`src/rtl/core/pfc_pkg.sv`:
```
// Shared types, format codes and lookup functions for the pixel format converter.
package pfc_pkg;

   // Framebuffer and source format codes.
   localparam logic [4:0] FMT_UNKNOWN   = 5'd0;
   localparam logic [4:0] FMT_RGB32     = 5'd1;
   localparam logic [4:0] FMT_RGBA32    = 5'd2;
   localparam logic [4:0] FMT_BGR32     = 5'd3;
   localparam logic [4:0] FMT_BGRA32    = 5'd4;
   localparam logic [4:0] FMT_RGB565    = 5'd5;
   localparam logic [4:0] FMT_RGB555    = 5'd6;
   localparam logic [4:0] FMT_BGR565    = 5'd7;
   localparam logic [4:0] FMT_BGR555    = 5'd8;
   localparam logic [4:0] FMT_RGB24     = 5'd9;
   localparam logic [4:0] FMT_BGR24     = 5'd10;
   localparam logic [4:0] FMT_ARGB8888  = 5'd11;
   localparam logic [4:0] FMT_ARGB4444  = 5'd12;
   localparam logic [4:0] FMT_RGBA4444  = 5'd13;
   localparam logic [4:0] FMT_ABGR4444  = 5'd14;
   localparam logic [4:0] FMT_BGRA4444  = 5'd15;
   localparam logic [4:0] FMT_RGB332    = 5'd16;

   // Channel slots inside the per-channel operand vector.
   localparam int CH_A = 0;
   localparam int CH_R = 1;
   localparam int CH_G = 2;
   localparam int CH_B = 3;
   localparam int NUM_CH = 4;

   // Number of register stages from an accepted beat to the result strobe.
   localparam int PIPE_DEPTH = 5;

   // Format classes: formats of one class share their channel scales.
   typedef enum logic [2:0] {
      CLS_NONE = 3'd0,
      CLS_8    = 3'd1,
      CLS_565  = 3'd2,
      CLS_555  = 3'd3,
      CLS_4444 = 3'd4,
      CLS_332  = 3'd5
   } pcls_type;

   // Input beat.
   typedef struct packed {
      logic [4:0] source_format;
      logic [7:0] alpha_in;
      logic [7:0] red_in;
      logic [7:0] green_in;
      logic [7:0] blue_in;
   } req_type;

   // Result beat.
   typedef struct packed {
      logic [31:0] pixel_word;
      logic [2:0]  byte_count;
   } rsp_type;

   // Reciprocal for a constant divisor: q = (x * mult) >> shift, exact for 16-bit x.
   typedef struct packed {
      logic [16:0] mult;
      logic [4:0]  shift;
   } recip_type;

   // Operands of one channel's rescale.
   typedef struct packed {
      logic [7:0]  value;
      logic [7:0]  nmax;
      logic [16:0] mult;
      logic [4:0]  shift;
   } scl_op_type;

   // Class of a format code; codes beyond the list have no class.
   function automatic pcls_type fmt_class(input logic [4:0] fmt);
      pcls_type cls;
      unique case (fmt)
         FMT_RGB32, FMT_RGBA32, FMT_BGR32, FMT_BGRA32,
         FMT_RGB24, FMT_BGR24, FMT_ARGB8888:                   cls = CLS_8;
         FMT_RGB565, FMT_BGR565:                               cls = CLS_565;
         FMT_RGB555, FMT_BGR555:                               cls = CLS_555;
         FMT_ARGB4444, FMT_RGBA4444, FMT_ABGR4444, FMT_BGRA4444: cls = CLS_4444;
         FMT_RGB332:                                           cls = CLS_332;
         default:                                              cls = CLS_NONE;
      endcase
      return cls;
   endfunction

   // Largest value of a channel in a class.
   function automatic logic [7:0] chan_max(input pcls_type cls, input int ch);
      logic [7:0] mx;
      unique case (cls)
         CLS_8:    mx = 8'd255;
         CLS_565:  mx = (ch == CH_A) ? 8'd255 : ((ch == CH_G) ? 8'd63 : 8'd31);
         CLS_555:  mx = (ch == CH_A) ? 8'd255 : 8'd31;
         CLS_4444: mx = 8'd15;
         CLS_332:  mx = (ch == CH_A) ? 8'd255 : ((ch == CH_B) ? 8'd3 : 8'd7);
         default:  mx = 8'd1;
      endcase
      return mx;
   endfunction

   // Reciprocal constants: mult = ceil(2^(16+l) / d) with l = ceil(log2 d).
   function automatic recip_type recip_of(input logic [7:0] divisor);
      recip_type rc;
      unique case (divisor)
         8'd255:  rc = '{mult: 17'd65794, shift: 5'd24};
         8'd63:   rc = '{mult: 17'd66577, shift: 5'd22};
         8'd31:   rc = '{mult: 17'd67651, shift: 5'd21};
         8'd15:   rc = '{mult: 17'd69906, shift: 5'd20};
         8'd7:    rc = '{mult: 17'd74899, shift: 5'd19};
         8'd3:    rc = '{mult: 17'd87382, shift: 5'd18};
         default: rc = '{mult: 17'd65536, shift: 5'd16};
      endcase
      return rc;
   endfunction

endpackage

```
`src/rtl/core/pixel_format_convert_pack.sv`:
```
// Top level of the pixel format converter and packer.
//
// Usage: write the framebuffer format code on the csr_ channel (csr_valid with
// csr_data; csr_ready is always high) while no pixel is in flight. Then drive
// one color beat per cycle on req_data with start high. busy stays low, so a
// beat is taken every cycle that start is high.
// Each beat yields exactly one result beat: rsp_valid pulses for one cycle
// with rsp_data holding the packed little-endian pixel word and its byte count.
// Each beat passes through one decode stage, three rescale stages (multiply by
// the new channel maximum, multiply by the reciprocal of the old one, shift), and
// one packing stage. Throughput is one pixel per clock, fixed by the fully
// pipelined rescale multipliers.
// Reset clears the format register to unknown and drops every beat in flight;
// it needs no clearing pass.
// The receiver cannot stall: results are presented once and must be taken.
module pixel_format_convert_pack
   import pfc_pkg::*;
(
   input  logic       clock,
   input  logic       reset,
   input  logic       start,
   output logic       busy,
   input  req_type    req_data,
   output logic       rsp_valid,
   output rsp_type    rsp_data,
   input  logic       csr_valid,
   output logic       csr_ready,
   input  logic [4:0] csr_data
);

   logic [4:0]              target_ff;
   logic [4:0]              target_in;
   logic [PIPE_DEPTH-1:0]   valid_ff;
   logic [PIPE_DEPTH-1:0]   valid_in;
   logic                    accept;
   scl_op_type [NUM_CH-1:0] ops;
   logic [4:0]              tgt_s1;
   logic [4:0]              tgt_s2_ff;
   logic [4:0]              tgt_s3_ff;
   logic [4:0]              tgt_s4_ff;
   logic [7:0]              chan [NUM_CH];

   // The pipeline never holds off a beat.
   assign busy      = 1'b0;
   assign csr_ready = 1'b1;
   assign accept    = start && !busy;

   // Format register.
   assign target_in = (csr_valid && csr_ready) ? csr_data : target_ff;

   always_ff @(posedge clock) begin
      if (reset) begin
         target_ff <= FMT_UNKNOWN;
      end else begin
         target_ff <= target_in;
      end
   end

   // Valid bits travel alongside the payload stages.
   assign valid_in = {valid_ff[PIPE_DEPTH-2:0], accept};

   always_ff @(posedge clock) begin
      if (reset) begin
         valid_ff <= '0;
      end else begin
         valid_ff <= valid_in;
      end
   end

   pfc_decode u_decode (
      .clock     (clock),
      .req_data  (req_data),
      .target    (target_ff),
      .ops_ff    (ops),
      .target_ff (tgt_s1)
   );

   for (genvar ch = 0; ch < NUM_CH; ch++) begin : g_chan
      pfc_scale u_scale (
         .clock    (clock),
         .op       (ops[ch]),
         .value_ff (chan[ch])
      );
   end

   // Target code follows its pixel through the rescale stages.
   always_ff @(posedge clock) begin
      tgt_s2_ff <= tgt_s1;
      tgt_s3_ff <= tgt_s2_ff;
      tgt_s4_ff <= tgt_s3_ff;
   end

   pfc_pack u_pack (
      .clock  (clock),
      .target (tgt_s4_ff),
      .alpha  (chan[CH_A]),
      .red    (chan[CH_R]),
      .green  (chan[CH_G]),
      .blue   (chan[CH_B]),
      .rsp_ff (rsp_data)
   );

   assign rsp_valid = valid_ff[PIPE_DEPTH-1];

`ifndef SYNTHESIS
   a_beat_in_gives_out: assert property (@(posedge clock) disable iff (reset)
      accept |-> ##5 rsp_valid)
      else $error("accepted beat produced no result");

   a_no_invented_result: assert property (@(posedge clock) disable iff (reset)
      rsp_valid |-> $past(accept, 5))
      else $error("result without a matching accepted beat");

   a_empty_word_zero: assert property (@(posedge clock) disable iff (reset)
      (rsp_valid && (rsp_data.byte_count == 3'd0)) |-> (rsp_data.pixel_word == 32'd0))
      else $error("bytes written for an unknown target");

   a_count_range: assert property (@(posedge clock) disable iff (reset)
      rsp_valid |-> (rsp_data.byte_count <= 3'd4))
      else $error("byte count out of range");
`endif

endmodule

```
`src/rtl/core/pfc_decode.sv`:
```
// First stage: format classes and per-channel scale and reciprocal selection.
module pfc_decode
   import pfc_pkg::*;
(
   input  logic                        clock,
   input  req_type                     req_data,
   input  logic [4:0]                  target,
   output scl_op_type [NUM_CH-1:0]     ops_ff,
   output logic [4:0]                  target_ff
);

   pcls_type                    tcls;
   pcls_type                    scls;
   logic                        scale_rgb;
   logic                        scale_a;
   scl_op_type [NUM_CH-1:0]     ops_in;
   logic [7:0]                  values [NUM_CH];

   assign tcls = fmt_class(target);
   assign scls = fmt_class(req_data.source_format);

   // Color channels rescale between two known, different classes.
   assign scale_rgb = (req_data.source_format != target) && (tcls != CLS_NONE) &&
                      (scls != CLS_NONE) && (scls != tcls);

   // Alpha rescales only between the 8-bit class and the 4444 class.
   assign scale_a = scale_rgb &&
                    (((tcls == CLS_8) && (scls == CLS_4444)) ||
                     ((tcls == CLS_4444) && (scls == CLS_8)));

   assign values[CH_A] = req_data.alpha_in;
   assign values[CH_R] = req_data.red_in;
   assign values[CH_G] = req_data.green_in;
   assign values[CH_B] = req_data.blue_in;

   // A channel that keeps its value scales by one over one.
   always_comb begin
      recip_type rc;
      logic      en;
      for (int ch = 0; ch < NUM_CH; ch++) begin
         en = (ch == CH_A) ? scale_a : scale_rgb;
         rc = recip_of(en ? chan_max(scls, ch) : 8'd1);
         ops_in[ch].value = values[ch];
         ops_in[ch].nmax  = en ? chan_max(tcls, ch) : 8'd1;
         ops_in[ch].mult  = rc.mult;
         ops_in[ch].shift = rc.shift;
      end
   end

   // Payload register; validity travels in the top level.
   always_ff @(posedge clock) begin
      ops_ff    <= ops_in;
      target_ff <= target;
   end

endmodule

```
`src/rtl/core/pfc_scale.sv`:
```
// Three-stage channel rescale: multiply by new maximum, by reciprocal, then shift.
module pfc_scale
   import pfc_pkg::*;
(
   input  logic       clock,
   input  scl_op_type op,
   output logic [7:0] value_ff
);

   logic [15:0] prod_ff;
   logic [15:0] prod_in;
   logic [16:0] mult_ff;
   logic [4:0]  shift_ff;
   logic [4:0]  shift2_ff;
   logic [32:0] quot_ff;
   logic [32:0] quot_in;
   logic [32:0] shifted;
   logic [7:0]  value_in;

   // Stage one: channel times the new maximum.
   assign prod_in = 16'(op.value) * 16'(op.nmax);

   always_ff @(posedge clock) begin
      prod_ff  <= prod_in;
      mult_ff  <= op.mult;
      shift_ff <= op.shift;
   end

   // Stage two: multiply by the reciprocal of the old maximum.
   assign quot_in = 33'(prod_ff) * 33'(mult_ff);

   always_ff @(posedge clock) begin
      quot_ff   <= quot_in;
      shift2_ff <= shift_ff;
   end

   // Stage three: drop the fraction and wrap to eight bits.
   assign shifted  = quot_ff >> shift2_ff;
   assign value_in = shifted[7:0];

   always_ff @(posedge clock) begin
      value_ff <= value_in;
   end

endmodule

```
`src/rtl/core/pfc_pack.sv`:
```
// Final stage: packs the rescaled channels into the target byte layout.
module pfc_pack
   import pfc_pkg::*;
(
   input  logic       clock,
   input  logic [4:0] target,
   input  logic [7:0] alpha,
   input  logic [7:0] red,
   input  logic [7:0] green,
   input  logic [7:0] blue,
   output rsp_type    rsp_ff
);

   rsp_type rsp_in;

   // Byte layout per target format; unknown targets write nothing.
   always_comb begin
      rsp_in = '0;
      unique case (target)
         FMT_RGB32: begin
            rsp_in.pixel_word = {8'd0, blue, green, red};
            rsp_in.byte_count = 3'd4;
         end
         FMT_RGBA32: begin
            rsp_in.pixel_word = {alpha, blue, green, red};
            rsp_in.byte_count = 3'd4;
         end
         FMT_BGR32: begin
            rsp_in.pixel_word = {8'd0, red, green, blue};
            rsp_in.byte_count = 3'd4;
         end
         FMT_BGRA32, FMT_ARGB8888: begin
            rsp_in.pixel_word = {alpha, red, green, blue};
            rsp_in.byte_count = 3'd4;
         end
         FMT_RGB24: begin
            rsp_in.pixel_word = {8'd0, blue, green, red};
            rsp_in.byte_count = 3'd3;
         end
         FMT_BGR24: begin
            rsp_in.pixel_word = {8'd0, red, green, blue};
            rsp_in.byte_count = 3'd3;
         end
         FMT_RGB565: begin
            rsp_in.pixel_word = {16'd0, red[4:0], green[5:0], blue[4:0]};
            rsp_in.byte_count = 3'd2;
         end
         FMT_RGB555: begin
            rsp_in.pixel_word = {17'd0, red[4:0], green[4:0], blue[4:0]};
            rsp_in.byte_count = 3'd2;
         end
         FMT_BGR565: begin
            rsp_in.pixel_word = {16'd0, blue[4:0], green[5:0], red[4:0]};
            rsp_in.byte_count = 3'd2;
         end
         FMT_BGR555: begin
            rsp_in.pixel_word = {17'd0, blue[4:0], green[4:0], red[4:0]};
            rsp_in.byte_count = 3'd2;
         end
         FMT_ARGB4444: begin
            rsp_in.pixel_word = {16'd0, alpha[3:0], red[3:0], green[3:0], blue[3:0]};
            rsp_in.byte_count = 3'd2;
         end
         FMT_RGBA4444: begin
            rsp_in.pixel_word = {16'd0, red[3:0], green[3:0], blue[3:0], alpha[3:0]};
            rsp_in.byte_count = 3'd2;
         end
         FMT_ABGR4444: begin
            rsp_in.pixel_word = {16'd0, alpha[3:0], blue[3:0], green[3:0], red[3:0]};
            rsp_in.byte_count = 3'd2;
         end
         FMT_BGRA4444: begin
            rsp_in.pixel_word = {16'd0, blue[3:0], green[3:0], red[3:0], alpha[3:0]};
            rsp_in.byte_count = 3'd2;
         end
         FMT_RGB332: begin
            rsp_in.pixel_word = {24'd0, red[2:0], green[2:0], blue[1:0]};
            rsp_in.byte_count = 3'd1;
         end
         default: begin
            rsp_in = '0;
         end
      endcase
   end

   always_ff @(posedge clock) begin
      rsp_ff <= rsp_in;
   end

endmodule
```
`config.mk`:
```
export PLATFORM = sky130hd
export DESIGN_NAME = pixel_format_convert_pack
export DESIGN_NICKNAME = d
export VERILOG_FILES = /design/src/rtl/core/pfc_pkg.sv /design/src/rtl/core/pixel_format_convert_pack.sv /design/src/rtl/core/pfc_decode.sv /design/src/rtl/core/pfc_scale.sv /design/src/rtl/core/pfc_pack.sv
export SDC_FILE = /design/constraint.sdc
export NUM_CORES = 2
export LEC_CHECK = 0
export BUFFER_PORTS_ARGS = -buffer_cell sky130_fd_sc_hd__buf_2
export CAP_MARGIN = 40
export CORE_ASPECT_RATIO = 1.2
export CORE_MARGIN = 2
export CORE_UTILIZATION = 55
export DETAILED_ROUTE_END_ITERATION = 10
export PLACE_DENSITY = 0.71
export SYNTH_ARGS = -nofsm -noshare
export SYNTH_HDL_FRONTEND = slang
export SYNTH_SLANG_ARGS = --single-unit
```
`constraint.sdc`:
```
create_clock -name clock -period 7.1 [get_ports clock]
set_clock_uncertainty 0.2 [all_clocks]
set_input_delay 1.065 -clock clock [delete_from_list [all_inputs] [get_ports clock]]
set_output_delay 1.065 -clock clock [all_outputs]
set_load 0.05 [all_outputs]
```
# [Yosys cells after proc, flatten, opt, wreduce, memory -nomap -nowiden]
# Memories as Yosys holds them, arrays and structs flattened. A register that Yosys moved wholly into a read port is not among the register bits.
# Cells that the tools add are included.
# W data, S select, Z words.
[op_classes] mul=8 n_eq_ne=52 n_shift=4 n_mux=19 reduce_logical=14
[ops] cell="$pmux W35 S15" count=1
[ops] cell="$pmux W20 S6" count=4
[ops] cell="$mul A16 B17 Y33" count=4
[ops] cell="$shr A33 B5 Y8" count=4
[ops] cell="$pmux W8 S4" count=4
[ops] cell="$pmux W8 S5" count=2
[ops] cell="$mul A8 B8 Y16" count=4
[ops] cell="$eq A5 B4 Y1 const B" count=8
[ops] cell="$eq A8 B2 Y1 const B" count=4
[ops] cell="$eq A8 B3 Y1 const B" count=4
[ops] cell="$eq A8 B4 Y1 const B" count=4
[ops] cell="$eq A8 B5 Y1 const B" count=4
[ops] cell="$eq A8 B6 Y1 const B" count=4
[ops] cell="$eq A8 B8 Y1 const B" count=4
[ops] cell="$mux W8" count=4
[ops] cell="$pmux W8 S2" count=2
[ops] cell="$eq A5 B3 Y1 const B" count=4
[ops] cell="$eq A3 B2 Y1 const B" count=4
[ops] cell="$eq A3 B3 Y1 const B" count=4
[ops] cell="$eq A5 B2 Y1 const B" count=2
[ops] cell="$mux W5" count=2
[ops] cell="$reduce_or A4 Y1" count=2
[ops] cell="$eq A3 B1 Y1 const B" count=2
[ops] cell="$logic_and A1 B1 Y1" count=6
[ops] cell="7 further kinds" count=10
[word_totals] ff_bits=553 romBits=192 out_inout_bits=38 mem_count=2
[memory_table] memory="(name not given)" depth=32 word_bits=3 read_ports=1 rd_ports_with_merged_regs=0 write_ports=0 line_no="pfc_pkg.sv:75" text="unique case (fmt)"
[memory_table] memory="(name not given)" depth=32 word_bits=3 read_ports=1 rd_ports_with_merged_regs=1 write_ports=0 line_no="pfc_pkg.sv:75"

# [Logic depth before layout (Yosys ltp)]
[depth] word_depth=8 ltp_mapped=24

# [Modules after synthesis]
# A second synthesis with hierarchy kept.
[unflattened] hier_cells=6627 area_unflattened_um2=60929.7
[by_module_without_submodules] mod="pfc_scale at g_chan[3].u_scale" n_inst=1 cells_each=1537 area_per_inst_um2=14047.2 seq_area_each_um2=1681.6
[by_module_without_submodules] mod="pfc_scale at g_chan[0].u_scale" n_inst=1 cells_each=1547 area_per_inst_um2=14009.7 seq_area_each_um2=1681.6
[by_module_without_submodules] mod="pfc_scale at g_chan[2].u_scale" n_inst=1 cells_each=1506 area_per_inst_um2=13807.0 seq_area_each_um2=1681.6
[by_module_without_submodules] mod="pfc_scale at g_chan[1].u_scale" n_inst=1 cells_each=1504 area_per_inst_um2=13761.9 seq_area_each_um2=1681.6
[by_module_without_submodules] mod="pfc_decode" n_inst=1 cells_each=262 area_per_inst_um2=2718.9 seq_area_each_um2=1421.4
[by_module_without_submodules] mod="pfc_pack" n_inst=1 cells_each=225 area_per_inst_um2=1945.6 seq_area_each_um2=700.7
[by_module_without_submodules] mod="pixel_format_convert_pack" n_inst=1 cells_each=46 area_per_inst_um2=639.4 seq_area_each_um2=500.5

# [Worst setup path before layout]
# Ideal clock, no wire load.
[synth_path] path_type="register to register" startpoint="register g_chan[2].u_scale.mult_ff[11]" endpoint="register g_chan[2].u_scale.quot_ff[31]" setup_time_ps=118 arrival_time_ps=5788 required_ps=6782 path_slack_ps=994 path_stages_with_launch=23 n_path_buf=1 period_less_slack_ps=6106 path_cell_list="dfxtp_1 > clkbuf_1 > nand2_1 > fa_1 > fa_1 > fa_1 > inv_1 > fa_1 > fa_1 > inv_1 > fa_1 > inv_1 > ha_1 > a21o_1 > a21oi_1 > nor2b_1 > or3_1 > o221ai_2 > o22ai_2 > o2111ai_2 > a21oi_4 > o31a_2 > xor2_1"
[synth_via] elab_chain_len=1
[synth_lines] item="start, declared" line_no="pfc_scale.sv:12" text="logic [16:0] mult_ff;"
[synth_lines] item="start signal, assigned" line_no="pfc_scale.sv:25" text="mult_ff <= op.mult;"
[synth_lines] item="$mul A16 B17 Y33" line_no="pfc_scale.sv:30" text="assign quot_in = 33'(prod_ff) * 33'(mult_ff);"
[synth_lines] item="net g_chan[2].u_scale.quot_in[31]" line_no="pfc_scale.sv:16" text="logic [32:0] quot_in;"
[synth_lines] item="end signal, assigned" line_no="pfc_scale.sv:33" text="quot_ff <= quot_in;"
[synth_lines] item="end, declared" line_no="pfc_scale.sv:15" text="logic [32:0] quot_ff;"
# The timed path passes the listed nets, and every way through them passes these cells.
# A chain may end at the register's enable or synchronous reset.

==> results.sh <==
export IMPL_status="complete, no violations"
export IMPL_yosysMostFrequentCell="inv_1"
export IMPL_wire_per_inst_um=16.1
export IMPL_track_usage=0.232
export IMPL_htreeDepth=2
export IMPL_postSynthAreaPerCell_um2=9.65
export IMPL_yosys_warnings=0
export IMPL_swShare=0.407
export IMPL_cts_buffers_inserted=40
export IMPL_dp_hpwl_um=68400
export IMPL_worstRegToRegCells=20
export IMPL_worst_ep_required_time_ns=7.42
export IMPL_syn_cell_area_um2=38700
export IMPL_power_frac_seq=0.323
export IMPL_rows=106
export IMPL_async_flop_share=0
export IMPL_cts_tree="built"
export IMPL_clockBufferDepth=3
export IMPL_ys_seq_elements=334
export IMPL_rr_startpoint="g_chan[1].u_scale.shift_ff[1]"
export IMPL_via_count=25900
export IMPL_p_sw_uw=3540
export IMPL_clk_latency_ns=0.58
export IMPL_drtIter0Drc=962
export IMPL_finalCritPeriodShare=0.931
export IMPL_post_cts_buffers=0
export IMPL_min_period_ns=6.61
export IMPL_setup_viol=0
export IMPL_wl_met1_um=35600
export IMPL_placed_cell_area_um2=40100
export IMPL_ant_nets=0
export IMPL_grt_max_degree=48
export IMPL_max_freq_ghz=0.151
export IMPL_path_delay_family="adder cells"
export IMPL_hold_viol_final=0
export IMPL_comb_power_share=0.427
export IMPL_crit_chain="buf_4, nand2_1, fa_1, fa_1, fa_1, inv_1, fa_1, fa_1, inv_1, fa_1, inv_1, ha_1, or3_1, a221oi_1, or3_1, a31oi_2, o41ai_2, o2111ai_2, a21oi_1, xnor2_1"
export IMPL_hold_end="g_chan[2].u_scale.shift_ff[1]"
export IMPL_viasPerCell=5.16
export IMPL_tns_ns=0
export IMPL_dpl_worst_slack_ns=0.520
export IMPL_start_kind="flip-flop"
export IMPL_area_growth_syn_to_layout_pct=7.36
export IMPL_place_gp_congestion=0.937
export IMPL_synth_main_ff_cell="dfxtp_1"
export IMPL_endpoint_kind="flip-flop"
export IMPL_yosysUniqueCellTypes=87
export IMPL_die_y_um=294
export IMPL_ys_top_cells_by_count="inv_1 (935), ha_1 (695), fa_1 (514), and2_1 (369), dfxtp_1 (334)"
export IMPL_first_global_vias=27600
export IMPL_rsz0062_at_grt="false"
export IMPL_multi_input_area_um2=28100
export IMPL_ios=84
export IMPL_cts_reportedPaths_clkPinSlew_ns=0.06
export IMPL_wl_met3_um=3040
export IMPL_worstPathArrival_ns=6.93
export IMPL_p_int_uw=5160
export IMPL_path_class="reg -> reg"
export IMPL_hp_class="reg -> reg"
export IMPL_holdBufCountCts=0
export IMPL_grt_pass1_wl_um=135000
export IMPL_cts_sinks=334
export IMPL_peakVddDrop_mv=0.233
export IMPL_wirelength_um=80700
export IMPL_seqCellArea_um2=6690
export IMPL_final_util=0.596
export IMPL_maxSlewViolCount=0
export IMPL_syn_num_nets=5263
export IMPL_drive_above_1_share=0.0570
export IMPL_cp_num_cells=20
export IMPL_reg2reg_slack_ns=0.49
export IMPL_overflow=0
export IMPL_max_slew_margin=0.403
export IMPL_synth_area_leader_cell="fa_1"
export IMPL_p_per_area_nw_per_um2=210
export IMPL_ctsResizeCount=0
export IMPL_port_buffers=81
export IMPL_hold_start="u_decode.ops_ff[77]"
export IMPL_dp_cells=4948
export IMPL_p_clk_frac=0.250
export IMPL_initial_core_util=0.555
export IMPL_cp_common_cell="fa_1"
export IMPL_met2WireLength_um=39600
export IMPL_dr_max_layer_used="met5"
export IMPL_yosysTopAreaCellShare=0.266
export IMPL_drv_cap=0
export IMPL_yosysSeqAreaShare=0.173
export IMPL_fillers=6006
export IMPL_crit_path_top_delay_cell="dfxtp_1"
export IMPL_layout_nets=5327
export IMPL_fp_dieW_um=246
export IMPL_holdPathStages=0
export IMPL_cts_root_buf="clkbuf_16"
export IMPL_antenna_found_initial=1
export IMPL_r2r_end="g_chan[3].u_scale.quot_ff[32]"
export IMPL_dr_pass1_iters=5
export IMPL_cp_max_fo=11
export IMPL_critical_path_buf_inv_count=4
export IMPL_setup_ws_ns=0.488
export IMPL_leakage_uw=0.0231
export IMPL_final_cells=5022
export IMPL_stdcell_area_um2=41500
export IMPL_synth_area_leaders="fa_1 (27%), ha_1 (22%), dfxtp_1 (17%), inv_1 (9.1%), and2_1 (6.0%)"
export IMPL_synth_edf_count=0
export IMPL_drcViolationCount=0
export IMPL_synthCells=4008
export IMPL_critPathMaxStageDelay_ns=0.60
export IMPL_core_um2=69600
export IMPL_antenna_cells=0
export IMPL_tightestPinTransition_ns=0.894
export IMPL_die_area_um2=72400
layout by cell type, fill, tap and decap left out, drive strengths merged, types with 7 or more instances in the layout:
cell type	netlist	layout
a211oi	18	18
a21boi	10	10
a21o	35	35
a21oi	117	117
a22o	10	10
a22oi	7	7
a31oi	11	11
and2	370	370
and3	7	7
buf	16	110
clkbuf	72	47
clkinv	1	7
dfxtp	334	334
fa	514	514
ha	695	695
inv	936	947
mux2	9	9
mux2i	60	60
mux4	12	12
nand2	231	231
nand2b	15	15
nand3	20	20
nor2	108	108
nor2b	37	37
nor3	20	20
o21a	9	9
o21ai	65	65
o21bai	11	11
o22ai	14	14
o31a	7	7
or2	9	9
or3	10	10
xnor2	80	80
xor2	38	38
state kept, by name (all words and copies together) (netlist names):
| name | cells |
|---|---|
| target_ff | 5 |
| u_pack.rsp_ff | 35 |
| g_chan.u_scale.shift_ff | 10 |
| u_decode.tcls | 3 |
| valid_ff | 5 |
| u_decode.target_ff | 5 |
| g_chan.u_scale.shift2_ff | 11 |
| tgt_s4_ff | 5 |
| tgt_s2_ff | 5 |
| g_chan.u_scale.quot_ff | 68 |
| g_chan.u_scale.mult_ff | 14 |
| tgt_s3_ff | 5 |
| u_decode.ops_ff | 67 |
| g_chan.u_scale.prod_ff | 64 |
| g_chan.u_scale.value_ff | 32 |
worst max-delay path by stage:
| stage | startpoint | to | slack [ns] |
|---|---|---|---|
| 2_1_floorplan | g_chan[2].u_scale.mult_ff[11] | g_chan[2].u_scale.quot_ff[31] | 0.99 |
| 3_3_place_gp | g_chan[1].u_scale.shift_ff[1] | g_chan[3].u_scale.quot_ff[32] | 0.65 |
| 3_5_place_dp | g_chan[1].u_scale.mult_ff[12] | g_chan[1].u_scale.quot_ff[32] | 0.52 |
| 4_1_cts | g_chan[1].u_scale.shift_ff[1] | g_chan[3].u_scale.quot_ff[32] | 0.49 |
| 5_1_grt | g_chan[1].u_scale.shift_ff[1] | g_chan[3].u_scale.quot_ff[32] | 0.07 |
| 6_report | g_chan[1].u_scale.shift_ff[1] | g_chan[3].u_scale.quot_ff[32] | 0.49 |
through the flow:
stage / hold WS [ns] / total power [µW]
2_1_floorplan: 0.110 / 5460
3_3_place_gp: 0.110 / 6470
3_5_place_dp: 0.112 / 6570
4_1_cts: 0.115 / 8810
5_1_grt: 0.130 / 9460
6_report: 0.124 / 8700
cell families (layout without fill, tap and decap cells):
| group | Yosys count | in the layout | share of synthesized area |
|---|---|---|---|
| adder cells (fa/ha/maj) | 1210 | 1210 | 0.491 |
| buffers and inverters | 1025 | 1121 | 0.100 |
| AND/OR/NAND/NOR | 861 | 861 | 0.118 |
| AO/OA/AOI/OAI | 377 | 377 | 0.0661 |
| flip-flops | 334 | 334 | 0.173 |
| XOR/XNOR | 118 | 118 | 0.0267 |
| multiplexers | 81 | 81 | 0.0251 |
| other | 2 | 2 | 0.000194 |
power by group through the flow:
stage                     logic (µW)  registers (µW)  clock network, µW
final                           3710            2810               2180
after global routing            4300            2850               2310
after CTS                       3770            2800               2240
after detailed placement        3730            2840                  0
after global placement          3630            2840                  0
after floorplan                 2750            2710                  0
final cells by class:
cell class | instances | area share
multi-input combinational | 2649 | 0.677
sequential | 334 | 0.161
inverter | 937 | 0.0847
tap | 918 | 0.0277
clock buffer | 47 | 0.0257
timing repair buffer | 110 | 0.0150
clock inverter | 27 | 0.00859
layer usage:
layer,track usage,up-vias
met2,0.412,518
met3,0.0274,152
met1,0.293,12500
li1,-,12700
met5,0,-
met4,0.0714,2
Power figures use the tool's default switching activity.
